<file path="src/sv/mrm_pkg.sv">
// ----------------------------------------------------------------------------
// mrm_pkg
// Shared constants, word table and helper functions for the modem response
// matcher.
// ----------------------------------------------------------------------------
`default_nettype none

package mrm_pkg;

    localparam int WORD_COUNT   = 6;
    localparam int MAX_WORD_LEN = 12;

    // Table size for the word text and lengths; slots past the six words are
    // empty (length zero) and never match.
    localparam int SLOT_COUNT = 16;
    localparam int SLOT_W     = $clog2(SLOT_COUNT);
    localparam int PROG_W     = 4;
    localparam int CODE_W     = 3;
    localparam int BYTE_W     = 8;
    localparam int TEXT_W     = SLOT_COUNT * BYTE_W;

    typedef logic [BYTE_W-1:0] byte_t;
    typedef logic [PROG_W-1:0] prog_t;
    typedef logic [CODE_W-1:0] code_t;

    // Response codes
    localparam code_t CODE_OK         = 3'd0;
    localparam code_t CODE_READY      = 3'd1;
    localparam code_t CODE_ERROR      = 3'd2;
    localparam code_t CODE_RING       = 3'd3;
    localparam code_t CODE_NO_CARRIER = 3'd4;
    localparam code_t CODE_UNLINK     = 3'd5;

    // Word text, first character in the most significant byte.
    localparam logic [TEXT_W-1:0] WORD_TEXT [SLOT_COUNT] = '{
        {"OK",           {14{8'h00}}},
        {"+CPIN: READY", { 4{8'h00}}},
        {"ERROR",        {11{8'h00}}},
        {"RING",         {12{8'h00}}},
        {"NO CARRIER",   { 6{8'h00}}},
        {"Unlink",       {10{8'h00}}},
        {TEXT_W{1'b0}}, {TEXT_W{1'b0}}, {TEXT_W{1'b0}}, {TEXT_W{1'b0}},
        {TEXT_W{1'b0}}, {TEXT_W{1'b0}}, {TEXT_W{1'b0}}, {TEXT_W{1'b0}},
        {TEXT_W{1'b0}}, {TEXT_W{1'b0}}
    };

    localparam prog_t WORD_LEN [SLOT_COUNT] = '{
        4'd2, 4'd12, 4'd5, 4'd4, 4'd10, 4'd6,
        4'd0, 4'd0, 4'd0, 4'd0, 4'd0, 4'd0, 4'd0, 4'd0, 4'd0, 4'd0
    };

    localparam prog_t MAX_LEN_CLIP = prog_t'((MAX_WORD_LEN > 15) ? 15 : MAX_WORD_LEN);

    // Effective length: only the first MAX_WORD_LEN characters must match.
    function automatic prog_t eff_len(input logic [SLOT_W-1:0] w);
        prog_t n;
        n = WORD_LEN[w];
        if (n > MAX_LEN_CLIP)
        begin
            n = MAX_LEN_CLIP;
        end
        return n;
    endfunction

    // Expected character at position p of word w.
    function automatic byte_t word_char(input logic [SLOT_W-1:0] w, input prog_t p);
        logic [TEXT_W-1:0] txt;
        txt = WORD_TEXT[w];
        return txt[TEXT_W-1-BYTE_W*int'(p) -: BYTE_W];
    endfunction

endpackage

`default_nettype wire

</file>
<file path="src/sv/modem_response_matcher.sv">
// ----------------------------------------------------------------------------
// modem_response_matcher
// Scans received serial bytes for fixed modem response words and reports a
// match code on the byte that completes a word.
// ----------------------------------------------------------------------------
//
//  Channel  | Handshake               | Payload
//  ---------+-------------------------+-------------------------------
//  input    | in_valid  / in_stall    | rx_byte[7:0]
//  output   | out_valid / out_stall   | found, response_code[2:0]
//
//  Rate: one byte per clock while out_stall stays low. A transfer lands in
//  the input register; once a queue slot is free, all word counters update
//  in parallel and the result is written into a two-entry output queue.
//  Reset: rst_n clears the counters and all valid flags; no clearing pass.
//  Stalls: the output queue absorbs one extra result, so the input keeps
//  taking bytes while a result waits; in_stall rises only when both queue
//  entries are full, out_stall holds the front entry and the input register
//  holds a byte.
//
`default_nettype none

module modem_response_matcher
    import mrm_pkg::*;
(
    input  wire logic              clk,
    input  wire logic              rst_n,

    input  wire logic              in_valid,
    output      logic              in_stall,
    input  wire logic [BYTE_W-1:0] rx_byte,

    output      logic              out_valid,
    input  wire logic              out_stall,
    output      logic              found,
    output      logic [CODE_W-1:0] response_code
);

    // ------------------------------------------------------------------
    // Input register
    // ------------------------------------------------------------------
    logic  in_vld_reg, in_vld_next;
    byte_t byte_reg,   byte_next;

    // Per-word progress counters
    prog_t progress_reg  [WORD_COUNT];
    prog_t progress_next [WORD_COUNT];

    // Two-entry result queue; entry 0 drives the output ports
    logic [1:0] q_vld_reg, q_vld_next;
    logic       q_found_reg [2];
    logic       q_found_next[2];
    code_t      q_code_reg  [2];
    code_t      q_code_next [2];

    logic  pop;
    logic  advance;
    logic  accept;

    // Result of the byte held in the input register
    logic  hit;
    code_t hit_code;
    prog_t step_prog [WORD_COUNT];

    // ------------------------------------------------------------------
    // Handshake
    // ------------------------------------------------------------------
    assign pop       = q_vld_reg[0] & ~out_stall;
    // Advance the input register into the queue when a slot is free.
    assign advance   = in_vld_reg & (~q_vld_reg[1] | pop);
    assign in_stall  = in_vld_reg & ~advance;
    assign accept    = in_valid & ~in_stall;

    assign out_valid     = q_vld_reg[0];
    assign found         = q_found_reg[0];
    assign response_code = q_code_reg[0];

    // ------------------------------------------------------------------
    // Word compare: every counter steps in parallel on the held byte
    // ------------------------------------------------------------------
    always_comb
    begin
        logic  done;
        prog_t n;
        prog_t p;
        hit      = 1'b0;
        hit_code = CODE_OK;
        for (int w = 0; w < WORD_COUNT; w++)
        begin
            n    = eff_len(SLOT_W'(w));
            p    = progress_reg[w];
            done = 1'b0;
            if ((n == '0) || (p >= n))
            begin
                // Empty slot or out-of-range counter: drop to zero.
                step_prog[w] = '0;
            end
            else if (word_char(SLOT_W'(w), p) == byte_reg)
            begin
                step_prog[w] = p + prog_t'(1);
                done         = ((p + prog_t'(1)) == n);
            end
            else
            begin
                // Mismatch: restart, the byte is not retried as a first char.
                step_prog[w] = '0;
            end
            // Later words override earlier ones: highest index wins.
            if (done)
            begin
                hit      = 1'b1;
                hit_code = code_t'(w);
            end
        end
    end

    always_comb
    begin
        for (int w = 0; w < WORD_COUNT; w++)
        begin
            if (!advance)
            begin
                progress_next[w] = progress_reg[w];
            end
            else if (hit)
            begin
                // A match clears every counter.
                progress_next[w] = '0;
            end
            else
            begin
                progress_next[w] = step_prog[w];
            end
        end
    end

    // ------------------------------------------------------------------
    // Input register next state
    // ------------------------------------------------------------------
    always_comb
    begin
        in_vld_next = in_vld_reg;
        byte_next   = byte_reg;
        if (accept)
        begin
            in_vld_next = 1'b1;
            byte_next   = rx_byte;
        end
        else if (advance)
        begin
            in_vld_next = 1'b0;
        end
    end

    // ------------------------------------------------------------------
    // Result queue next state: shift on pop, then push into first free slot
    // ------------------------------------------------------------------
    always_comb
    begin
        q_vld_next      = q_vld_reg;
        q_found_next[0] = q_found_reg[0];
        q_found_next[1] = q_found_reg[1];
        q_code_next[0]  = q_code_reg[0];
        q_code_next[1]  = q_code_reg[1];
        if (pop)
        begin
            q_vld_next[0]   = q_vld_reg[1];
            q_vld_next[1]   = 1'b0;
            q_found_next[0] = q_found_reg[1];
            q_code_next[0]  = q_code_reg[1];
        end
        if (advance)
        begin
            if (!q_vld_next[0])
            begin
                q_vld_next[0]   = 1'b1;
                q_found_next[0] = hit;
                q_code_next[0]  = hit ? hit_code : CODE_OK;
            end
            else
            begin
                q_vld_next[1]   = 1'b1;
                q_found_next[1] = hit;
                q_code_next[1]  = hit ? hit_code : CODE_OK;
            end
        end
    end

    // ------------------------------------------------------------------
    // Registers
    // ------------------------------------------------------------------
    always_ff @(posedge clk or negedge rst_n)
    begin
        if (!rst_n)
        begin
            in_vld_reg <= 1'b0;
            q_vld_reg  <= '0;
            for (int w = 0; w < WORD_COUNT; w++)
            begin
                progress_reg[w] <= '0;
            end
        end
        else
        begin
            in_vld_reg <= in_vld_next;
            q_vld_reg  <= q_vld_next;
            for (int w = 0; w < WORD_COUNT; w++)
            begin
                progress_reg[w] <= progress_next[w];
            end
        end
    end

    // Payload registers, no reset
    always_ff @(posedge clk)
    begin
        byte_reg       <= byte_next;
        q_found_reg[0] <= q_found_next[0];
        q_found_reg[1] <= q_found_next[1];
        q_code_reg[0]  <= q_code_next[0];
        q_code_reg[1]  <= q_code_next[1];
    end

endmodule

`default_nettype wire

</file>
<file path="config.mk">
export PLATFORM = sky130hd
export DESIGN_NAME = modem_response_matcher
export DESIGN_NICKNAME = d
export VERILOG_FILES = /design/src/sv/mrm_pkg.sv /design/src/sv/modem_response_matcher.sv
export SDC_FILE = /design/constraint.sdc
export NUM_CORES = 1
export LEC_CHECK = 0
export ABC_AREA = 1
export BUFFER_PORTS_ARGS = -buffer_cell sky130_fd_sc_hd__buf_2
export CORE_UTILIZATION = 50
export DETAILED_ROUTE_END_ITERATION = 7
export MAX_ROUTING_LAYER = met4
export PLACE_DENSITY_LB_ADDON = 0.12
export SYNTH_ARGS = -nofsm -noshare
export SYNTH_HDL_FRONTEND = slang
export SYNTH_SLANG_ARGS = --single-unit
</file>
<file path="constraint.sdc">
create_clock -name clk -period 2.2 [get_ports clk]
set_input_delay 0 -clock clk [delete_from_list [all_inputs] [get_ports clk]]
set_output_delay 0 -clock clk [all_outputs]
set_load 0.05 [all_outputs]
</file>
* Word level (Yosys, flattened, before mapping)
Memory sizes are Yosys's and may differ from the RTL's.
Index checks and enable logic that the tools add are counted.
Widths: inputs -> output; s select.
** Cells by class
- Add/sub/neg operators :: 12
- Order comparisons :: 6
- Equality and inequality tests :: 12
- Shift-type cells :: 6
- Multiplexer cells :: 55
- Bitwise gates (word level) :: 9
- Reductions and logical operators :: 1
** Operators with widths (number)
- $shiftx 135x8->8 const A :: 6
- $mux 4 :: 18
- $eq 8x8->1 :: 6
- $sub 7x7->8 const A :: 6
- $mux 1 :: 25
- $add 4x1->4 const B :: 6
- $mux 3 :: 8
- $eq 4x3->1 const B :: 3
- $ge 4x3->1 const B :: 3
- $eq 4x4->1 const B :: 2
- $ge 4x4->1 const B :: 2
- $mux 2 :: 3
- $mux 6 :: 1
- $and 1x1->1 :: 4
- $eq 4x2->1 const B :: 1
- $ge 4x2->1 const B :: 1
- $not 1->1 :: 4
- $reduce_bool 2->1 :: 1
- $or 1x1->1 :: 1
** Word-level totals
- Flip-flop bits (word level) :: 35
- RAM bits :: 8
- Bits of input ports :: 12
- Output and inout port bits :: 6
- Word-level logic and storage cells :: 112
- Memories kept :: 2
** Memory list
- q_code_reg :: words 2, width 3, rd ports 2, clocked after Yosys merged registers in 0, wr ports 2, line modem_response_matcher.sv:53 : code_t q_code_reg [2];
- q_found_reg :: words 2, width 1, rd ports 2, clocked after Yosys merged registers in 0, wr ports 2, line modem_response_matcher.sv:51 : logic q_found_reg [2];

* Depth between registers and ports, before layout
- Word-level depth :: 14
- Gate-level depth with buffers :: 17
- Depth with buffers taken out :: 17

* Least setup slack after synthesis
OpenSTA, ideal clock, no wires.
- Path kind :: reg2reg
- From :: register q_vld_reg[0]
- To :: register byte_reg[0] (enable)
- Library setup time :: 273 ps
- Data arrival time :: 1966 ps
- Data required time :: 1927 ps
- Path slack :: -39 ps
- Cell stages (with the launch flop) :: 9
- Path buffers :: 0
- Period minus slack after synthesis :: 2239 ps
- Cell sequence :: dfrtp_1 inv_1 nor2_1 nor2_1 inv_1 nor2_1 inv_1 nand2_1 inv_1
** On the way
- Longest elaborated chain between the ends :: 7
** RTL lines
- start, declared :: line modem_response_matcher.sv:50 : logic [1:0] q_vld_reg, q_vld_next;
- start signal, assigned :: line modem_response_matcher.sv:206 : q_vld_reg <= q_vld_next;
- $and 1x1->1 :: line modem_response_matcher.sv:68 : assign pop = q_vld_reg[0] & ~out_stall;
- $or 1x1->1 :: line modem_response_matcher.sv:70 : assign advance = in_vld_reg & (~q_vld_reg[1] | pop);
- $and 1x1->1 :: line modem_response_matcher.sv:70
- $not 1->1 :: line modem_response_matcher.sv:71 : assign in_stall = in_vld_reg & ~advance;
- $and 1x1->1 :: line modem_response_matcher.sv:71
- via in_stall :: line modem_response_matcher.sv:30 : output logic in_stall,
- $not 1->1 :: line modem_response_matcher.sv:72 : assign accept = in_valid & ~in_stall;
- $and 1x1->1 :: line modem_response_matcher.sv:72
- via accept :: line modem_response_matcher.sv:58 : logic accept;
- end signal, assigned :: line modem_response_matcher.sv:217 : byte_reg <= byte_next;
- end, declared :: line modem_response_matcher.sv:43 : byte_t byte_reg, byte_next;
The timed path passes the listed nets, and every way through them passes these cells.
A chain may end at the register's enable or synchronous reset.

* Final worst setup path
- From :: register progress_reg[17] (netlist name)
- To :: register progress_reg[4] (netlist name)
** On the way
- Longest elaborated chain between the ends :: 11
- Elaborated cells on any way between the ends :: 14
- Those cells by class :: add/sub: 2; order compare: 1; eq/ne: 2; shift: 1; mux: 8
** RTL lines
- start, declared :: line modem_response_matcher.sv:46 : prog_t progress_reg [WORD_COUNT];
- start signal, assigned by index :: line modem_response_matcher.sv:209 : progress_reg[w] <= progress_next[w];
- $sub 7x7->8 :: line mrm_pkg.sv:69 : return txt[TEXT_W-1-BYTE_W*int'(p) -: BYTE_W];
- $shiftx 135x8->8 :: line mrm_pkg.sv:69
- $eq 8x8->1 :: line modem_response_matcher.sv:98 : else if (word_char(SLOT_W'(w), p) == byte_reg)
- $mux 1 :: line modem_response_matcher.sv:98
- $mux 1 (*) :: line modem_response_matcher.sv:93 : if ((n == '0) || (p >= n))
- $mux 1 (*) (5 in series) :: line modem_response_matcher.sv:109 : if (done)
- $mux 4 (*) :: line modem_response_matcher.sv:125 : else if (hit)
Mark *: on every way between the ends. The rest lies on a longest branch, timed or not.

==> impl_metrics.xml <==
<?xml version="1.0" encoding="UTF-8"?>
<metrics>
  <group name="outcome">
    <metric name="status" unit="">completed</metric>
  </group>
  <group name="global_routing">
    <metric name="grt_max_degree" unit="">28</metric>
    <metric name="grt_usage" unit="">0.258</metric>
    <metric name="grt_overflow_total" unit="">0</metric>
    <metric name="first_global_vias" unit="">2718</metric>
    <metric name="number_of_antenna_violations_at_the_first_check_in_global_routing" unit="">0</metric>
    <metric name="grt_first_pass_wirelength" unit="um">12700</metric>
  </group>
  <group name="sta">
    <metric name="worst_clock_skew" unit="ns">0.0162</metric>
    <metric name="post-route-period-util" unit="">0.974</metric>
    <metric name="worst_slew_pin_slew" unit="ns">0.657</metric>
    <metric name="worst_relative_slew_slack" unit="">0.562</metric>
    <metric name="finalHoldViolCount" unit="">0</metric>
    <metric name="clock.fmax" unit="MHz">467</metric>
    <metric name="rsz0062_at_grt" unit="">yes</metric>
    <metric name="fin_crit" unit="ns">2.14</metric>
    <metric name="timing.hold.ws" unit="ns">0.111</metric>
    <metric name="timing.final.setup_violations" unit="">0</metric>
    <metric name="final_max_slew_viol_count" unit="">0</metric>
    <metric name="fin_tns_setup" unit="ns">0</metric>
  </group>
  <group name="cells_and_area">
    <metric name="synthToLayoutAreaGrowth" unit="%">22.2</metric>
    <metric name="antennaDiodeCount" unit="">0</metric>
    <metric name="ff_latch_area" unit="um2">1120</metric>
    <metric name="finalNetCount" unit="">557</metric>
    <metric name="num-fill-cells" unit="">529</metric>
    <metric name="multi_input_comb_area" unit="um2">1980</metric>
    <metric name="largest_register_ffs" unit="">24</metric>
    <metric name="final_cell_count_no_fill" unit="">594</metric>
    <metric name="fin_area" unit="um2">3960</metric>
    <metric name="post_route_cells_drive_above_1_share" unit="">0.239</metric>
  </group>
  <group name="clocking">
    <metric name="numCtsBuffers" unit="">5</metric>
    <metric name="clk_pin_slew_worst_paths" unit="ns">0.10</metric>
    <metric name="tritoncts_num_sinks" unit="">43</metric>
    <metric name="worstSkewPairLatency" unit="ns">0.31</metric>
    <metric name="htree_num_levels" unit="">2</metric>
    <metric name="clockBufferDepth" unit="">2</metric>
    <metric name="clock_tree_from_tritoncts" unit="">yes</metric>
    <metric name="ctsRootBufferMaster" unit="">sky130_fd_sc_hd__clkbuf_8</metric>
  </group>
  <group name="logic_synthesis">
    <metric name="synth-warning-count" unit="">0</metric>
    <metric name="synth_common_cells" unit="">sky130_fd_sc_hd__nand2_1, sky130_fd_sc_hd__inv_1, sky130_fd_sc_hd__nand3_1</metric>
    <metric name="syn_nets" unit="">502</metric>
    <metric name="synthMuxAreaShare" unit="">0</metric>
    <metric name="post-synth-top-count-cell" unit="">sky130_fd_sc_hd__nand2_1</metric>
    <metric name="netlist_area" unit="um2">3240</metric>
    <metric name="ys_async_sr_fraction" unit="">0.628</metric>
    <metric name="synthesis.instances" unit="">463</metric>
    <metric name="synth_simple_gate_area_frac" unit="">0.372</metric>
    <metric name="synthXorXnorAreaFrac" unit="">0.0270</metric>
    <metric name="dominantRegCellSynth" unit="">sky130_fd_sc_hd__dfrtp_1</metric>
    <metric name="synth_area_leader_cell" unit="">sky130_fd_sc_hd__dfrtp_1</metric>
    <metric name="yosysUniqueCellTypes" unit="">29</metric>
    <metric name="synth_top_family_by_area" unit="">simple AND/OR/NAND/NOR gates</metric>
    <metric name="post_synth_main_area_contributors" unit="">sky130_fd_sc_hd__dfrtp_1, sky130_fd_sc_hd__nand2_1, sky130_fd_sc_hd__edfxtp_1</metric>
    <metric name="post_synth_fa_ha_maj_area_fraction" unit="">0.104</metric>
    <metric name="synth-compound-area-share" unit="">0.0583</metric>
    <metric name="yosys.area.top_type_share" unit="">0.208</metric>
    <metric name="synth_seq_area_share" unit="">0.344</metric>
    <metric name="synth_edf_count" unit="">12</metric>
    <metric name="synth.ff_latch_count" unit="">43</metric>
    <metric name="post_synth.cell_area_avg" unit="um2">7.00</metric>
  </group>
  <group name="placed_design">
    <metric name="io_buffer_count" unit="">17</metric>
    <metric name="dpl_cell_area" unit="um2">3510</metric>
    <metric name="place_hpwl" unit="um">5650</metric>
    <metric name="placed_insts" unit="">564</metric>
    <metric name="gp_routability_congestion" unit="">0.897</metric>
  </group>
  <group name="routing">
    <metric name="detailroute.via_count" unit="">3070</metric>
    <metric name="drt_initial_violations" unit="">171</metric>
    <metric name="wl_per_cell" unit="um">13.4</metric>
    <metric name="ant_nets_after_route" unit="">0</metric>
    <metric name="drt_pre_antenna_iters" unit="">4</metric>
    <metric name="drt_drc_violations_left" unit="">0</metric>
    <metric name="detail_route.wirelength" unit="um">7980</metric>
    <metric name="via_per_inst" unit="">5.17</metric>
  </group>
  <group name="power_and_ir_drop">
    <metric name="sequential_share_of_power" unit="">0.399</metric>
    <metric name="combinationalPowerShare" unit="">0.400</metric>
    <metric name="p_int" unit="mW">1.48</metric>
    <metric name="power.leakage" unit="nW">1.93</metric>
    <metric name="irDropWorstVdd" unit="mV">0.937</metric>
    <metric name="power.switching" unit="mW">1.07</metric>
    <metric name="p_clk_frac" unit="">0.202</metric>
    <metric name="swShare" unit="">0.421</metric>
    <metric name="total_power" unit="mW">2.55</metric>
    <metric name="p_per_area" unit="nW/um2">644</metric>
  </group>
  <group name="die">
    <metric name="floorplan.rows" unit="">28</metric>
    <metric name="design.die.area" unit="um2">6810</metric>
    <metric name="die-height" unit="um">82.5</metric>
    <metric name="floorplan.io_pins" unit="">18</metric>
    <metric name="core_area" unit="um2">6100</metric>
    <metric name="start_util" unit="">0.532</metric>
    <metric name="die_w" unit="um">82.5</metric>
  </group>
  <group name="hold_path">
    <metric name="worstHoldPathType" unit="">primary input to flop</metric>
  </group>
  <group name="setup_path">
    <metric name="worst_ep_arrival_time" unit="ns">2.33</metric>
    <metric name="critical_path.endpoint_type" unit="">flop</metric>
    <metric name="critical_path.top_delay_family" unit="">simple AND/OR/NAND/NOR gates</metric>
    <metric name="worst_path_max_delay_cell" unit="">sky130_fd_sc_hd__dfrtp_1</metric>
    <metric name="start_kind" unit="">flop</metric>
    <metric name="timing.critical_path.cells" unit="">ha_2 -&gt; ha_2 -&gt; or2_4 -&gt; nand2_1 -&gt; nand2_1 -&gt; nand2_1 -&gt; nand2_1 -&gt; nor2_2 -&gt; nand3_2 -&gt; nand2_2 -&gt; nor2_4 -&gt; buf_12 -&gt; nand3_4 -&gt; o21ai_2</metric>
    <metric name="critPathBufInv" unit="">1</metric>
    <metric name="critPathKind" unit="">flop to flop</metric>
    <metric name="critPathMaxFanout" unit="">5</metric>
    <metric name="critPathRequiredTime" unit="ns">2.38</metric>
    <metric name="critPathMaxStageDelay" unit="ns">0.43</metric>
    <metric name="crit_path_frequent_cell" unit="">sky130_fd_sc_hd__nand2_1</metric>
  </group>
  <group name="job">
    <metric name="cap_violations" unit="">0</metric>
  </group>
</metrics>
[layout by cell type, fill, tap and decap left out, types with 2 or more instances in the layout]
cell	synthesis	routed
sky130_fd_sc_hd__nand2_1	148	141
sky130_fd_sc_hd__inv_1	55	51
sky130_fd_sc_hd__nand3_1	54	50
sky130_fd_sc_hd__nor2_1	42	33
sky130_fd_sc_hd__buf_4	5	29
sky130_fd_sc_hd__dfrtp_1	27	24
sky130_fd_sc_hd__ha_1	27	20
sky130_fd_sc_hd__buf_2	4	17
sky130_fd_sc_hd__o21ai_1	20	13
sky130_fd_sc_hd__inv_2	8	12
sky130_fd_sc_hd__nor2_2	3	12
sky130_fd_sc_hd__edfxtp_1	12	12
sky130_fd_sc_hd__xor2_1	10	10
sky130_fd_sc_hd__o21ai_0	11	10
sky130_fd_sc_hd__dlygate4sd3_1	0	10
sky130_fd_sc_hd__nand4_1	9	9
sky130_fd_sc_hd__nand2_2	2	9
sky130_fd_sc_hd__nand3_2	3	8
sky130_fd_sc_hd__o21ai_2	0	8
sky130_fd_sc_hd__clkbuf_8	0	5
sky130_fd_sc_hd__ha_4	0	4
sky130_fd_sc_hd__dfxtp_1	4	4
sky130_fd_sc_hd__nor2_4	3	3
sky130_fd_sc_hd__nor3_1	3	3
sky130_fd_sc_hd__ha_2	0	3
sky130_fd_sc_hd__dfrtp_2	0	3
sky130_fd_sc_hd__a21oi_1	2	2
sky130_fd_sc_hd__or2_2	2	2
sky130_fd_sc_hd__buf_6	0	2
[cell type report]
| type | count | share of cell area |
|---|---|---|
| inverters | 63 | 0.0597 |
| repair buffers | 59 | 0.112 |
| flip-flops and latches | 43 | 0.283 |
| clock buffers | 6 | 0.0183 |
| well taps | 75 | 0.0237 |
| clock inverters | 2 | 0.00316 |
| multi-input cells | 346 | 0.500 |
[worst register-to-register path: stages, from the launching register on]
cell                      delay (ns)
sky130_fd_sc_hd__dfrtp_1        0.43
sky130_fd_sc_hd__ha_2           0.21
sky130_fd_sc_hd__ha_2           0.16
sky130_fd_sc_hd__or2_4          0.24
sky130_fd_sc_hd__nand2_1        0.06
sky130_fd_sc_hd__nand2_1        0.05
sky130_fd_sc_hd__nand2_1        0.06
sky130_fd_sc_hd__nand2_1        0.06
sky130_fd_sc_hd__nor2_2         0.16
sky130_fd_sc_hd__nand3_2        0.10
sky130_fd_sc_hd__nand2_2        0.10
sky130_fd_sc_hd__nor2_4         0.05
sky130_fd_sc_hd__buf_12         0.13
sky130_fd_sc_hd__nand3_4        0.14
sky130_fd_sc_hd__o21ai_2        0.08
[power by group through the flow]
stage	Sequential, mW	Combinational, mW	Clock, mW
after floorplan	1.07	0.647	0
after global placement	1.03	0.931	0
after detailed placement	1.03	0.939	0
after CTS	1.02	0.972	0.521
after global routing	1.03	1.13	0.538
final	1.02	1.02	0.514
[kinds of logic after synthesis]
kind of cell | count (synthesis)
simple gates | 272
buf+inv | 75
flops | 43
compound gates | 36
fa+ha+maj | 27
xor+xnor | 10
[metal layers]
layer,up-vias,track usage,part of all wire
li1,1583,-,-
met1,1417,0.351,0.48
met2,60,0.404,0.46
met3,10,0.0330,0.041
met4,0,0.0690,0.013
met5,-,-,0
[repair_timing]
action,CTS,global route
hold buffers,10,0
pin swaps,0,20
gates cloned,1,0
hold endpoints to repair,36,0
resized for setup,0,46
buffers inserted,1,10
setup endpoints to repair,15,27
[path summary, 6_finish.rpt]
check | end | startpoint | cells past startpoint | slack [ns]
worst max-delay path | progress_reg[4] | progress_reg[17] | 14 | 0.06
worst min-delay path | q_vld_reg[0] | out_stall | 3 | 0.11
worst max register to register | progress_reg[4] | progress_reg[17] | 14 | 0.06
worst min register to register | progress_reg[10] | progress_reg[10] | 2 | 0.52
max in group asynchronous | progress_reg[1] | rst_n | 2 | 1.47
min in group asynchronous | progress_reg[16] | rst_n | 2 | 0.25
[metrics by stage]
step | util | worst slack, ns
after floorplan | - | 0.0626
final | 0.650 | 0.0581
after global routing | 0.650 | -0.0334
after detailed placement | 0.576 | -0.0375
after global placement | 0.576 | -0.0358
after CTS | 0.609 | -0.00258
No activity file was read; power rests on OpenSTA's default activity.
